File: config.mk
export PLATFORM = sky130hd
export DESIGN_NAME = modular_exponentiation
export DESIGN_NICKNAME = d
export VERILOG_FILES = /design/src/hdl/modexp_pkg.sv /design/src/hdl/modexp_ctrl.sv /design/src/hdl/modexp_dp.sv /design/src/hdl/modular_exponentiation.sv
export SDC_FILE = /design/constraint.sdc
export NUM_CORES = 1
export LEC_CHECK = 0
export BUFFER_PORTS_ARGS = -buffer_cell sky130_fd_sc_hd__buf_4
export CAP_MARGIN = 20
export CORE_MARGIN = 8
export CORE_UTILIZATION = 50
export DETAILED_ROUTE_END_ITERATION = 6
export HOLD_SLACK_MARGIN = 0.02
export PLACE_DENSITY_LB_ADDON = 0.08
export SLEW_MARGIN = 0
export SYNTH_ARGS = -nofsm -noshare
export SYNTH_HDL_FRONTEND = slang
export SYNTH_SLANG_ARGS = --single-unit
File: constraint.sdc
create_clock -name clk_i -period 6.6 [get_ports clk_i]
set_input_delay 1.32 -clock clk_i [delete_from_list [all_inputs] [get_ports clk_i]]
set_output_delay 1.32 -clock clk_i [all_outputs]
set_load 0.02 [all_outputs]
File: src/hdl/modexp_pkg.sv
// ----------------------------------------------------------------------------
// Modular exponentiation package
// Shared constants, controller states and the command and status bundles
// that join the controller to the datapath.
// ----------------------------------------------------------------------------
package modexp_pkg;

  // Default operand width for base, exponent, modulus and result.
  localparam int unsigned OperandWidthDef = 32;

  // Register indexes on the configuration port.
  localparam logic RegKeyExponent = 1'b0;
  localparam logic RegKeyModulus  = 1'b1;

  // Controller states.
  typedef enum logic [2:0] {
    ST_IDLE,
    ST_REDUCE,
    ST_BIT,
    ST_MUL_RES,
    ST_MUL_SQ,
    ST_DONE
  } modexp_state_e;

  // Commands from the controller to the datapath.
  typedef struct packed {
    logic load;        // take a new base and a copy of the exponent
    logic div_step;    // one restoring remainder step on the base
    logic div_last;    // last remainder step: the remainder becomes the square
    logic mul_start;   // clear the accumulator and pick the multiplicands
    logic mul_a_res;   // multiplicand is the running result, else the square
    logic mul_step;    // one shift-and-add step of the modular multiply
    logic res_take;    // product goes to the running result
    logic sq_take;     // product goes to the square
    logic exp_shift;   // move on to the next exponent bit
    logic out_load;    // write the running result to the output register
  } modexp_cmd_t;

  // Status from the datapath to the controller.
  typedef struct packed {
    logic mod_small;   // modulus is zero or one
    logic exp_zero;    // no set exponent bits remain
    logic exp_lsb;     // current exponent bit
    logic out_free;    // output register can take a result this cycle
  } modexp_sts_t;

endpackage

File: src/hdl/modexp_ctrl.sv
// ----------------------------------------------------------------------------
// Modular exponentiation controller
// Sequences the base reduction and the square-and-multiply loop, and counts
// the bit steps of the shared shift-and-add multiplier.
// ----------------------------------------------------------------------------
module modexp_ctrl import modexp_pkg::*; #(
  parameter int unsigned OPERAND_WIDTH = OperandWidthDef
) (
  input  logic        clk_i,
  input  logic        rst_ni,
  input  logic        in_valid_i,
  output logic        in_stall_o,
  input  modexp_sts_t sts_i,
  output modexp_cmd_t cmd_o
);

  localparam int unsigned CntW = $clog2(OPERAND_WIDTH);
  localparam logic [CntW-1:0] CntLast = CntW'(OPERAND_WIDTH - 1);

  modexp_state_e state_q, state_d;
  logic [CntW-1:0] cnt_q, cnt_d;
  logic cnt_zero;

  assign cnt_zero = (cnt_q == '0);

  // State and bit counter registers.
  always_ff @(posedge clk_i or negedge rst_ni) begin
    if (!rst_ni) begin
      state_q <= ST_IDLE;
      cnt_q   <= '0;
    end else begin
      state_q <= state_d;
      cnt_q   <= cnt_d;
    end
  end

  // Next state and commands.
  always_comb begin
    state_d    = state_q;
    cnt_d      = cnt_q;
    cmd_o      = '0;
    in_stall_o = 1'b1;
    unique case (state_q)
      ST_IDLE: begin
        in_stall_o = 1'b0;
        if (in_valid_i) begin
          cmd_o.load = 1'b1;
          cnt_d      = CntLast;
          // A modulus of zero or one leaves the result at zero.
          state_d    = sts_i.mod_small ? ST_DONE : ST_REDUCE;
        end
      end
      ST_REDUCE: begin
        cmd_o.div_step = 1'b1;
        cnt_d          = cnt_q - CntW'(1);
        if (cnt_zero) begin
          cmd_o.div_last = 1'b1;
          state_d        = ST_BIT;
        end
      end
      ST_BIT: begin
        if (sts_i.exp_zero) begin
          state_d = ST_DONE;
        end else begin
          cmd_o.mul_start = 1'b1;
          cmd_o.mul_a_res = sts_i.exp_lsb;
          cnt_d           = CntLast;
          state_d         = sts_i.exp_lsb ? ST_MUL_RES : ST_MUL_SQ;
        end
      end
      ST_MUL_RES: begin
        cmd_o.mul_step = 1'b1;
        cnt_d          = cnt_q - CntW'(1);
        if (cnt_zero) begin
          // Take the product and start squaring right away.
          cmd_o.res_take  = 1'b1;
          cmd_o.mul_start = 1'b1;
          cnt_d           = CntLast;
          state_d         = ST_MUL_SQ;
        end
      end
      ST_MUL_SQ: begin
        cmd_o.mul_step = 1'b1;
        cnt_d          = cnt_q - CntW'(1);
        if (cnt_zero) begin
          cmd_o.sq_take   = 1'b1;
          cmd_o.exp_shift = 1'b1;
          state_d         = ST_BIT;
        end
      end
      ST_DONE: begin
        if (sts_i.out_free) begin
          cmd_o.out_load = 1'b1;
          state_d        = ST_IDLE;
        end
      end
      default: begin
        state_d = ST_IDLE;
      end
    endcase
  end

endmodule

File: src/hdl/modexp_dp.sv
// ----------------------------------------------------------------------------
// Modular exponentiation datapath
// Holds the base remainder, the running result, the square, the exponent
// shift register, a bit-serial modular multiplier and the output register.
// ----------------------------------------------------------------------------
module modexp_dp import modexp_pkg::*; #(
  parameter int unsigned OPERAND_WIDTH = OperandWidthDef
) (
  input  logic                     clk_i,
  input  logic                     rst_ni,
  input  modexp_cmd_t              cmd_i,
  output modexp_sts_t              sts_o,
  input  logic [OPERAND_WIDTH-1:0] base_i,
  input  logic [OPERAND_WIDTH-1:0] key_exponent_i,
  input  logic [OPERAND_WIDTH-1:0] key_modulus_i,
  input  logic                     out_stall_i,
  output logic                     out_valid_o,
  output logic [OPERAND_WIDTH-1:0] result_o
);

  localparam int unsigned W = OPERAND_WIDTH;

  logic [W-1:0] dvd_q, rem_q, rem_d;
  logic [W-1:0] res_q, sq_q, exp_q;
  logic [W-1:0] acc_q, acc_d, mul_a_q, mul_b_q;
  logic [W-1:0] dbl;
  logic [W:0]   div_t;
  logic         out_valid_q;
  logic [W-1:0] out_q;
  logic         mod_small;

  // (a + b) mod m for a and b below m.
  function automatic logic [W-1:0] add_mod(input logic [W-1:0] a, input logic [W-1:0] b,
                                           input logic [W-1:0] m);
    logic [W:0] s;
    s = {1'b0, a} + {1'b0, b};
    if (s >= {1'b0, m}) begin
      s = s - {1'b0, m};
    end
    return s[W-1:0];
  endfunction

  assign mod_small = (key_modulus_i <= W'(1));

  // One restoring remainder step: bring in the next base bit.
  always_comb begin
    div_t = {rem_q, dvd_q[W-1]};
    if (div_t >= {1'b0, key_modulus_i}) begin
      div_t = div_t - {1'b0, key_modulus_i};
    end
    rem_d = div_t[W-1:0];
  end

  // One shift-and-add step: double, then add the multiplicand on a set bit.
  always_comb begin
    dbl   = add_mod(acc_q, acc_q, key_modulus_i);
    acc_d = mul_b_q[W-1] ? add_mod(dbl, mul_a_q, key_modulus_i) : dbl;
  end

  // Working registers.
  always_ff @(posedge clk_i) begin
    if (cmd_i.load) begin
      dvd_q <= base_i;
      rem_q <= '0;
      exp_q <= key_exponent_i;
      res_q <= mod_small ? '0 : W'(1);
    end
    if (cmd_i.div_step) begin
      dvd_q <= {dvd_q[W-2:0], 1'b0};
      rem_q <= rem_d;
    end
    if (cmd_i.div_last) begin
      sq_q <= rem_d;
    end
    if (cmd_i.mul_step) begin
      acc_q   <= acc_d;
      mul_b_q <= {mul_b_q[W-2:0], 1'b0};
    end
    if (cmd_i.res_take) begin
      res_q <= acc_d;
    end
    if (cmd_i.sq_take) begin
      sq_q <= acc_d;
    end
    if (cmd_i.mul_start) begin
      acc_q   <= '0;
      mul_a_q <= cmd_i.mul_a_res ? res_q : sq_q;
      mul_b_q <= sq_q;
    end
    if (cmd_i.exp_shift) begin
      exp_q <= {1'b0, exp_q[W-1:1]};
    end
    if (cmd_i.out_load) begin
      out_q <= res_q;
    end
  end

  // Output valid flag.
  always_ff @(posedge clk_i or negedge rst_ni) begin
    if (!rst_ni) begin
      out_valid_q <= 1'b0;
    end else if (cmd_i.out_load) begin
      out_valid_q <= 1'b1;
    end else if (!out_stall_i) begin
      out_valid_q <= 1'b0;
    end
  end

  assign sts_o.mod_small = mod_small;
  assign sts_o.exp_zero  = (exp_q == '0);
  assign sts_o.exp_lsb   = exp_q[0];
  assign sts_o.out_free  = !out_valid_q || !out_stall_i;

  assign out_valid_o = out_valid_q;
  assign result_o    = out_q;

endmodule

File: src/hdl/modular_exponentiation.sv
// ----------------------------------------------------------------------------
// Modular exponentiation
// Computes base_value ^ key_exponent mod key_modulus for each request.
// ----------------------------------------------------------------------------
// Usage:
//   The key is written over the APB port: key_exponent at offset 0 and
//   key_modulus at offset 4 (offsets 0 and 8 for operands wider than 32 bits).
//   Write the key only while no request is in flight.
//   Each request on the input channel (in_valid_i, in_stall_o) carries one
//   base; one result leaves on the output channel (out_valid_o, out_stall_i).
//   One request is worked on at a time; in_stall_o is high while it runs.
//   The base is first reduced modulo key_modulus, one remainder bit a cycle.
//   Each exponent bit up to the highest set one then gets a multiply into the
//   result if the bit is set and then a squaring, all on a single bit-serial
//   modular multiplier; the result then goes to the output register. A
//   modulus of zero or one skips the reduction and the loop and gives 0.
//   The next request is taken in the cycle after the result is loaded.
//   The result sits in an output register, so the next request is taken while
//   it waits; a stalled result holds until it is taken.
//   Reset sets the exponent and modulus to 1 and empties the output register.
// ----------------------------------------------------------------------------
module modular_exponentiation import modexp_pkg::*; #(
  parameter int unsigned OPERAND_WIDTH = OperandWidthDef,
  localparam int unsigned DataW = (OPERAND_WIDTH > 32) ? 64 : 32,
  localparam int unsigned AddrW = (OPERAND_WIDTH > 32) ? 4 : 3
) (
  input  logic                     clk_i,
  input  logic                     rst_ni,
  // Configuration port
  input  logic                     psel,
  input  logic                     penable,
  input  logic                     pwrite,
  input  logic [AddrW-1:0]         paddr,
  input  logic [DataW-1:0]         pwdata,
  output logic [DataW-1:0]         prdata,
  output logic                     pready,
  // Input channel
  input  logic                     in_valid_i,
  output logic                     in_stall_o,
  input  logic [OPERAND_WIDTH-1:0] base_value_i,
  // Output channel
  output logic                     out_valid_o,
  input  logic                     out_stall_i,
  output logic [OPERAND_WIDTH-1:0] power_result_o
);

  logic [OPERAND_WIDTH-1:0] key_exponent_q, key_modulus_q;
  logic        reg_sel;
  logic        cfg_wr;
  modexp_cmd_t cmd;
  modexp_sts_t sts;

  assign pready  = 1'b1;
  assign reg_sel = paddr[AddrW-1];
  assign cfg_wr  = psel && penable && pwrite && pready;

  // Key registers.
  always_ff @(posedge clk_i or negedge rst_ni) begin
    if (!rst_ni) begin
      key_exponent_q <= OPERAND_WIDTH'(1);
      key_modulus_q  <= OPERAND_WIDTH'(1);
    end else if (cfg_wr) begin
      unique case (reg_sel)
        RegKeyExponent: key_exponent_q <= pwdata[OPERAND_WIDTH-1:0];
        RegKeyModulus:  key_modulus_q  <= pwdata[OPERAND_WIDTH-1:0];
        default: ;
      endcase
    end
  end

  // Register read back.
  always_comb begin
    unique case (reg_sel)
      RegKeyExponent: prdata = DataW'(key_exponent_q);
      RegKeyModulus:  prdata = DataW'(key_modulus_q);
      default:        prdata = '0;
    endcase
  end

  modexp_ctrl #(
    .OPERAND_WIDTH(OPERAND_WIDTH)
  ) u_ctrl (
    .clk_i     (clk_i),
    .rst_ni    (rst_ni),
    .in_valid_i(in_valid_i),
    .in_stall_o(in_stall_o),
    .sts_i     (sts),
    .cmd_o     (cmd)
  );

  modexp_dp #(
    .OPERAND_WIDTH(OPERAND_WIDTH)
  ) u_dp (
    .clk_i         (clk_i),
    .rst_ni        (rst_ni),
    .cmd_i         (cmd),
    .sts_o         (sts),
    .base_i        (base_value_i),
    .key_exponent_i(key_exponent_q),
    .key_modulus_i (key_modulus_q),
    .out_stall_i   (out_stall_i),
    .out_valid_o   (out_valid_o),
    .result_o      (power_result_o)
  );

endmodule

; After elaboration in Yosys (flattened, before gate mapping)
; Index checks and enable logic that the tools add are counted.
[op_classes]
bitwise_logic = 1
n_eq_ne = 11
n_lt_le_gt_ge = 4
n_addsub = 6
n_mul = 0
n_mux = 47
shift = 0
div_mod_pow = 0
reduce_logical = 20
[op_table]
columns = cell, n
row1 = $mux W32, 15
row2 = $ge A33 B32 Y1, 3
row3 = $sub A32 B32 Y32, 3
row4 = $add A32 B32 Y33, 2
row5 = $pmux W32 S2, 1
row6 = $mux W31, 2
row7 = $le A32 B1 Y1 const B, 1
row8 = $logic_not A32 Y1, 1
row9 = $mux W3, 7
row10 = $pmux W5 S4, 1
row11 = $mux W5, 3
row12 = $pmux W3 S5, 1
row13 = $mux W1, 12
row14 = $reduce_bool A2 Y1, 5
row15 = $mux W2, 4
row16 = $eq A3 B2 Y1 const B, 2
row17 = $eq A3 B3 Y1 const B, 2
row18 = $ne A2 B1 Y1 const B, 3
row19 = $ne A2 B2 Y1 const B, 3
row20 = $logic_not A5 Y1, 1
row21 = $sub A5 B1 Y5 const B, 1
row22 = $reduce_and A2 Y1, 2
row23 = $reduce_and A4 Y1, 1
row24 = $reduce_bool A4 Y1, 1
row25 = other kinds (9), 12
[word_totals]
romBits = 0
latch_bits = 0
register_bits = 361
ram_bits = 0
input_bits = 74
word_cells = 105
out_inout_bits = 67
mem_count = 0

; Logic depth before layout (Yosys ltp)
; Gate-level depths: netlist of run 1.
[logic_depth]
word_depth = 8
ltp_mapped = 35
depth_no_buf = 30

; Modules after synthesis
; Synthesis of run 1 repeated with hierarchy kept, for this count alone.
[hier_totals]
hier_cells = 2160
hier_area_um2 = 22980.8
[by_module_without_submodules]
columns = module, area_each_um2, n_inst, cells_per_inst, seq_area_each_um2
row1 = modexp_dp, 19442.4, 1, 1909, 8333.0
row2 = modular_exponentiation, 2914.0, 1, 174, 1604.0
row3 = modexp_ctrl, 624.3, 1, 77, 200.2

; Worst setup path before layout of run 1
; OpenSTA, ideal clock, no wires.
[synth_path]
path_type = reg2reg
start = register key_modulus_q[1]
end = register u_dp.sq_q[15] (data pin)
path_slack_ns = -0.123
t_arrival_ns = 6.468
synth_period_minus_slack_ns = 6.723
t_required_ns = 6.344
path_stages_with_launch = 31
setup_ns = 0.256
path_buffers = 3
path_cell_list = dfrtp_1 inv_1 ha_1 nor2b_1 o31ai_2 a21oi_1 a31oi_1 o41ai_2 or3_1 buf_6 buf_6 a31oi_1 inv_1 ha_1 o211ai_1 o21ai_0 o211ai_1 a211oi_1 a21boi_0 o21ai_0 nand3_1 ha_1 nand4_1 nor4_1 a32oi_1 o211a_1 o211ai_2 buf_2 mux2i_1 nand2_1 a31o_2
[synth_via]
elab_chain_cells = 7
elab_cells_between_ends = 13
classes_between = add/sub: 4 / order compare: 3 / mux: 6
[synth_lines]
columns = element, line_no
row1 = "start, declared", modular_exponentiation.sv:47  ; logic [OPERAND_WIDTH-1:0] key_exponent_q, key_modulus_q;
row2 = "start signal, assigned", modular_exponentiation.sv:65  ; RegKeyModulus: key_modulus_q <= pwdata[OPERAND_WIDTH-1:0];
row3 = $sub A32 B32 Y32 / $ge A33 B32 Y1 (equally long branches), "modexp_dp.sv:38, modexp_dp.sv:37"
row4 = $mux W32, modexp_dp.sv:37  ; if (s >= {1'b0, m}) begin
row5 = $add A32 B32 Y33, modexp_dp.sv:36  ; s = {1'b0, a} + {1'b0, b};
row6 = $sub A32 B32 Y32 / $ge A33 B32 Y1 (equally long branches), "modexp_dp.sv:38, modexp_dp.sv:37"
row7 = $mux W32, modexp_dp.sv:37
row8 = $mux W32, modexp_dp.sv:57  ; acc_d = mul_b_q[W-1] ? add_mod(dbl, mul_a_q, key_modulus_i) : dbl;
row9 = $mux W32 (*), modexp_dp.sv:82  ; if (cmd_i.sq_take) begin
row10 = "end signal, assigned", modexp_dp.sv:73  ; sq_q <= rem_d;
row11 = "end, declared", modexp_dp.sv:24  ; logic [W-1:0] res_q, sq_q, exp_q;
; Mark *: on every way between the ends. The rest lies on a longest branch, timed or not. The select of a mux whose other input is x is not followed.
; A chain may end at the register's enable or synchronous reset.

; Worst setup path after layout of run 1
[layout_path]
start = register key_modulus_q[6]
end = register u_dp.sq_q[18] (data pin)
; Same word-level chain as after synthesis.

==> summary.txt, run 1 <==
Worst setup path
  – Data arrival time of the worst path: 7380 ps
  – Worst reg-to-reg path cell count: 31
  – CP peak stage delay: 470 ps
  – Setup CP Type: flop to flop
  – Worst Path Required: 6890 ps
  – CP most frequent cell: a21o_1
  – R2R setup slack: -480 ps
  – Critical Path Fanout Max: 12
  – Reg2reg start: key_modulus_q[6]
  – Slowest stage cell on the critical path: a2111oi_4
  – Critical R2R Capture: u_dp.sq_q[18]
  – CP Launch Type: flop
  – CP Capture Type: flop

Logic synthesis
  – Top post-synthesis cells by count: 257 x nand2_1, 254 x edfxtp_1, 176 x nor2_1
  – Area leader, netlist: edfxtp_1
  – Synth cell types: 90
  – Mapped Nets: ~2400
  – Top-count cell post-synth: nand2_1
  – Mux cell area share after synthesis: 11.13%
  – Seq/Total Area, Yosys: 44.92%
  – Post-synthesis xor/xnor area fraction: 4.231%
  – Asr flop ratio synth: 20.22%
  – Synth top area share: 33.80%
  – EDFF count, synth: 254
  – Cells after Synth: ~2200
  – Post-synthesis area per instance: between 10 and 15 µm²
  – Top FF cell, synth: edfxtp_1
  – Simple-gate portion of the synthesized area: between 10 and 15%
  – Synth area leaders: edfxtp_1 34%, mux2_2 8.5%, dfrtp_1 7.9%, ha_1 7.2%, nand2_1 4.3%
  – Synth warn: 0
  – Synth Register Bits: around 360
  – Post-synthesis compound-gate area fraction: 16.41%
  – Adder-Cell Fraction of Synth Area: 7.508%
  – Synthesized area: 22570 µm²
  – Largest family of logic cells by synthesized area: compound AO/OA/AOI/OAI gates

Timing
  – FMAX: 0.1412 GHz
  – Final setup fails: 96
  – Crit path time final: 7084 ps
  – Slew @ Worst Pin: 1153 ps
  – Unrepaired setup endpoints after global routing: yes
  – Skew final: roughly 24 ps
  – Final hold vios: 0
  – Slew Viols, Final: 0
  – Slew margin rel.: between 20 and 25%
  – Period utilization: 107.3%
  – Fin worst setup slack: -483.8 ps

Cells and area
  – Filler instances: 3436
  – Area Overhead vs Synth: 39.25%
  – Layout net count: 3063
  – Fraction of layout cells with a size suffix above 1: 41.90%
  – Final Non-Filler Cells: 3488
  – Antenna Cells: 0

Min path
  – Worst hold start: u_dp.res_q[6]
  – Hold Crit Depth: 0
  – Hold Path Sink: u_dp.result_o[6]
  – Worst hold path type: flop to flop

Routing
  – DRC viols: 0
  – Routed wire length: 77710 µm
  – Vias: a little over 20000
  – Final ANT Viol Nets: 0
  – Wire per inst: around 22 µm
  – DR iter-0 viols: approximately 1500
  – Drt first pass iters: 6
  – Vias per inst: 5.797

Clock network
  – Post-CTS Hold Buffers: 0
  – CTS Buf Count: 40
  – Worst-path clk slew: 60 ps
  – Clock sinks: 361
  – Root Driver: clkbuf_16
  – Maximum clock path buffer count: 3
  – Max H-tree Level: 2
  – CTS tree: done
  – Clk Latency, worst-skew pair: around 580 ps

GRT
  – Initial antenna violation count: 0
  – GRT overflow: 0
  – Vias in the first global route: 20000
  – GRT Total Usage: 28.48%
  – First-pass GRT wire length: 116200 µm
  – Pin count of the biggest net entering global routing: 74

Placement
  – Dpl cells: 3330
  – Buffers on Ports: 137
  – Dpl hpwl: 56140 µm
  – Final GP Congestion: just over 0.9

Die
  – Ports: 141
  – Die area: roughly 52000 µm²
  – Die H: 228.4 µm
  – # rows: just under 80
  – Core box area: 44990 µm²
  – Die Wd: approximately 230 µm
  – Initial Util: 50.16%

Run status
  – Status: complete, but fails checks
  – Failing checks: setup timing

Job
  – Maxcap violations: 0
==> area by class of cell <==
class                      count  area, µm²  area share [%]
clock buffer                  49       1076           3.425
clock inverter                25      217.7          0.6929
inverter                      85      319.1           1.015
multi-input combinational   1667      13300           42.33
sequential                   361      10140           32.26
tap                          600      750.7           2.389
timing repair buffer         701       5620           17.89
==> per-layer routing <==
| layer | GRT usage [%] | up-vias | share of wire, % |
|---|---|---|---|
| met4 | 9.144 | 0 | 3.5 |
| met3 | 4.058 | 126 | 6.5 |
| li1 | - | 9476 | - |
| met1 | 39.16 | 9907 | 44 |
| met5 | 0 | - | 0 |
| met2 | 46.05 | 710 | 46 |
==> critical path, delay by kind of cell (launching register included) <==
family	cells	cell delay [ps]
xor+xnor	1	110
mux	3	520
flops	1	400
compound gates	15	3050
buf+inv	6	870
fa+ha+maj	3	830
simple gates	3	1030
==> metrics by stage <==
step	setup WS, ps	utilization, %	area [µm²]	hold WS [ps]	setup TNS [ps]
after floorplan	9.041	-	22570	422.2	0
after global routing	-741.4	69.84	31420	453.6	-58090
after detailed placement	-1150	61.33	27590	429.8	-84310
final	-483.8	69.84	31420	446.9	-33860
after CTS	-377.3	67.64	30430	444.5	-26040
after global placement	-984.3	61.33	27590	424.7	-66680
==> worst max path at each step <==
stage	from	end	slack, ps	cells after the start
6_report	key_modulus_q[6]	u_dp.sq_q[18]	-480	31
2_1_floorplan	key_modulus_q[1]	u_dp.sq_q[31]	9	32
5_1_grt	key_modulus_q[6]	u_dp.sq_q[18]	-740	32
3_5_place_dp	key_modulus_q[6]	u_dp.sq_q[28]	-1150	33
3_3_place_gp	key_modulus_q[10]	u_dp.sq_q[28]	-980	32
4_1_cts	key_modulus_q[6]	u_dp.sq_q[28]	-380	37
==> registers in the layout (all words and copies together) (netlist names), 3 cells and up <==
| signal | count |
|---|---|
| key_exponent_q | 32 |
| key_modulus_q | 32 |
| u_dp.acc_q | 32 |
| u_dp.dvd_q | 32 |
| u_dp.exp_q | 32 |
| u_dp.mul_a_q | 32 |
| u_dp.mul_b_q | 32 |
| u_dp.rem_q | 32 |
| u_dp.res_q | 32 |
| u_dp.result_o | 32 |
| u_dp.sq_q | 32 |
| u_ctrl.cnt_q | 5 |
| u_ctrl.state_q | 3 |
==> cell families after synthesis <==
logic type               count (synthesis)
AO/OA/AOI/OAI                          567
XOR/XNOR                               109
adder cells (fa/ha/maj)                133
buffers and inverters                  184
flip-flops                             361
multiplexers                           228
other                                    1
AND/OR/NAND/NOR                        629
==> what timing repair did <==
action,in CTS,in global routing
pin swaps,94,91
endpoints found under the setup margin,96,96
resized for setup,224,167
cloned,4,1
buffers inserted,52,40
==> cells in the final DEF (no fill, tap or decap), types with 14 or more instances in the layout <==
cell type,netlist,routed
dfxtp_1,34,34
nand3_1,38,33
buf_4,4,644
a31oi_1,26,17
a21o_1,54,54
o211ai_1,22,22
nor2_2,1,19
mux2i_1,56,52
nor2b_1,16,15
o21a_1,17,17
nand4_1,20,20
nand2_2,0,21
buf_6,4,40
a21oi_1,168,131
a22o_1,33,33
nor2_1,176,154
xnor2_1,62,53
a21oi_2,1,31
ha_1,129,93
clkbuf_16,0,42
nor4_1,22,19
nor3_1,30,23
inv_2,1,14
o21ai_0,94,55
xor2_1,47,46
nand2_1,257,232
ha_4,0,33
mux2_2,170,163
edfxtp_1,254,254
nand2b_1,16,15
inv_1,84,71
o21ai_1,28,27
o21ai_2,0,40
dfrtp_1,71,71
Power of run 1 is left out: the tool's default activity adds up to more than one toggle a clock period on the data nets, which glitch-free logic cannot reach.
==> run 2: changes to the inputs <==
Settings changed: CTS_BUF_LIST set to sky130_fd_sc_hd__clkbuf_2 sky130_fd_sc_hd__clkbuf_4 sky130_fd_sc_hd__clkbuf_8.
==> summary.txt, run 2 (synthesis gave the netlist of run 1 again) <==
Placement
  – Dpl hpwl: 56140 µm (unchanged)
  – Buffers on Ports: 137 (unchanged)
  – Placed Area: 27590 µm² (unchanged)
  – Final GP Congestion: 0.9327 (unchanged)

Job
  – Maxcap violations: 0 (unchanged)

Die
  – Core box area: 44990 µm² (unchanged)
  – Die Wd: 228.4 µm (unchanged)
  – Die H: 228.4 µm (unchanged)
  – Die area: 52180 µm² (unchanged)
  – Ports: 141 (unchanged)
  – Initial Util: 50.16% (unchanged)
  – # rows: 78 (unchanged)

GRT
  – GRT Total Usage: 28.39% (was 28.48%)
  – First-pass GRT wire length: 115900 µm (was 116200 µm)
  – Vias in the first global route: 20250 (was 20000)
  – GRT overflow: 0 (unchanged)
  – Pin count of the biggest net entering global routing: 74 (unchanged)
  – Initial antenna violation count: 0 (unchanged)

Clock network
  – Post-CTS Hold Buffers: 0 (unchanged)
  – Root Driver: clkbuf_8 (was clkbuf_16)
  – CTS tree: done (unchanged)
  – Worst-path clk slew: 60 ps (about the same)
  – Clk Latency, worst-skew pair: 700 ps (was 580 ps)
  – Clock sinks: 361 (unchanged)
  – CTS Buf Count: 61 (was 40)
  – Max H-tree Level: 2 (unchanged)
  – Maximum clock path buffer count: 3 (unchanged)

Timing
  – Unrepaired setup endpoints after global routing: yes (unchanged)
  – Slew Viols, Final: 0 (unchanged)
  – Slew margin rel.: 20.38% (was 22.47%)
  – Fin worst setup slack: -475.3 ps (was -483.8 ps)
  – FMAX: 0.1413 GHz (was 0.1412 GHz)
  – Final hold vios: 0 (unchanged)
  – Final setup fails: 96 (unchanged)
  – Slew @ Worst Pin: 1184 ps (was 1153 ps)
  – Skew final: 43.75 ps (was 23.81 ps)
  – Crit path time final: 7075 ps (was 7084 ps)
  – Period utilization: 107.2% (was 107.3%)

Cells and area
  – Area Overhead vs Synth: 38.94% (was 39.25%)
  – Post-route cell area: 31350 µm² (was 31420 µm²)
  – Commonest non-fill, non-tap cell in the layout: buf_4 (unchanged)
  – Layout net count: 3092 (was 3063)
  – Fraction of layout cells with a size suffix above 1: 41.74% (was 41.90%)
  – Filler instances: 3453 (was 3436)
  – Most frequent cells in the layout: 664 x buf_4, 254 x edfxtp_1, 240 x nand2_1, 165 x nor2_1, 161 x mux2_2 (was 644 x buf_4, 254 x edfxtp_1, 232 x nand2_1, 163 x mux2_2, 154 x nor2_1)

Worst setup path
  – Worst Path Required: 7000 ps (was 6890 ps)
  – Worst reg-to-reg path cell count: 33 (was 31)
  – Critical Path Fanout Max: 6 (was 12)
  – CP Launch Type: flop (unchanged)
  – Setup CP Type: flop to flop (unchanged)
  – Slowest stage cell on the critical path: a2111oi_4 (unchanged)
  – CP Capture Type: flop (unchanged)
  – Data arrival time of the worst path: 7480 ps (was 7380 ps)
  – CP peak stage delay: 470 ps (about the same)

Routing
  – Wire per inst: 21.86 µm (was 22.28 µm)
  – DRC viols: 0 (unchanged)
  – Vias per inst: 5.721 (was 5.797)
  – Drt first pass iters: 5 (was 6)
  – Final ANT Viol Nets: 0 (unchanged)
  – Routed wire length: 77370 µm (was 77710 µm)
  – Vias: 20250 (was 20220)
  – DR iter-0 viols: 1715 (was 1492)

Run status
  – Status: complete, but fails checks (unchanged)
  – Failing checks: setup timing (unchanged)

Min path
  – Hold Crit Depth: 0 (unchanged)
  – Worst hold path type: flop to flop (unchanged)
[run 2: cell types whose count changed in the layout (fill, tap and decap cells not counted), moves of 9 or more]
| cell | previous run | this run |
|---|---|---|
| clkbuf_8 | 2 | 72 |
| buf_6 | 40 | 30 |
| nand2_2 | 21 | 12 |
| clkbuf_16 | 42 | 3 |
| o21ai_1 | 27 | 37 |
| o21ai_2 | 40 | 23 |
| nor2_1 | 154 | 165 |
| clkbuf_4 | 0 | 18 |
| buf_4 | 644 | 664 |
[run 2: final cells by class]
type                            instances  area [µm²]  area share (%)
Antenna cell                            2       5.005         0.01596
Clock inverter                         25       176.4          0.5627
Tap cell                              600       750.7           2.394
Multi-Input combinational cell       1667       13200           42.09
Inverter                               85       319.1           1.018
Clock buffer                           90        1126           3.592
Timing Repair Buffer                  709        5643           18.00
Sequential cell                       361       10140           32.33
[run 2: metrics by stage]
step	worst slack [ps]	utilization, %	TNS (ps)	std cells	hold slack (ps)
after detailed placement	-1150	61.33	-84310	3330	429.8
final	-475.3	69.69	-32510	3539	436.6
after global routing	-697.5	69.68	-54930	3537	452.0
after CTS	-363.7	67.60	-24080	3504	439.9
after global placement	-984.3	61.33	-66680	3330	424.7
after floorplan	9.041	-	0	2212	422.2
[run 2: critical path: cells and delay by family, from the launching register on]
| kind | cells | cell delay, ps |
|---|---|---|
| mux | 1 | 170 |
| fa+ha+maj | 3 | 810 |
| flops | 1 | 390 |
| xor+xnor | 1 | 100 |
| simple gates | 5 | 1050 |
| compound gates | 14 | 3020 |
| buf+inv | 9 | 1240 |
[run 2: final timing paths]
kind,slack [ps],start,to
worst max-delay path,-480,key_modulus_q[12],u_dp.sq_q[15]
worst min-delay path,440,u_dp.res_q[20],u_dp.result_o[20]
worst max register to register,-480,key_modulus_q[12],u_dp.sq_q[15]
worst min register to register,440,u_dp.res_q[20],u_dp.result_o[20]
max in group asynchronous,5200,rst_ni,key_modulus_q[5]
min in group asynchronous,780,rst_ni,u_ctrl.cnt_q[4]
[run 2: per-layer routing]
| layer | vias to the layer above | track usage (%) | part of all wire (%) |
|---|---|---|---|
| met1 | 9844 | 38.77 | 44 |
| met3 | 146 | 4.058 | 6.8 |
| met2 | 715 | 44.99 | 45 |
| li1 | 9543 | - | - |
| met4 | 0 | 11.77 | 4.2 |
| met5 | - | 0 | 0 |
[run 2: timing repair]
item,4_1_cts,5_1_grt
pin swaps,97,92
cloned,3,3
gates resized for setup,203,133
buffers inserted,58,34
endpoints found under the setup margin,96,96
Power of run 2 is left out for the same reason.
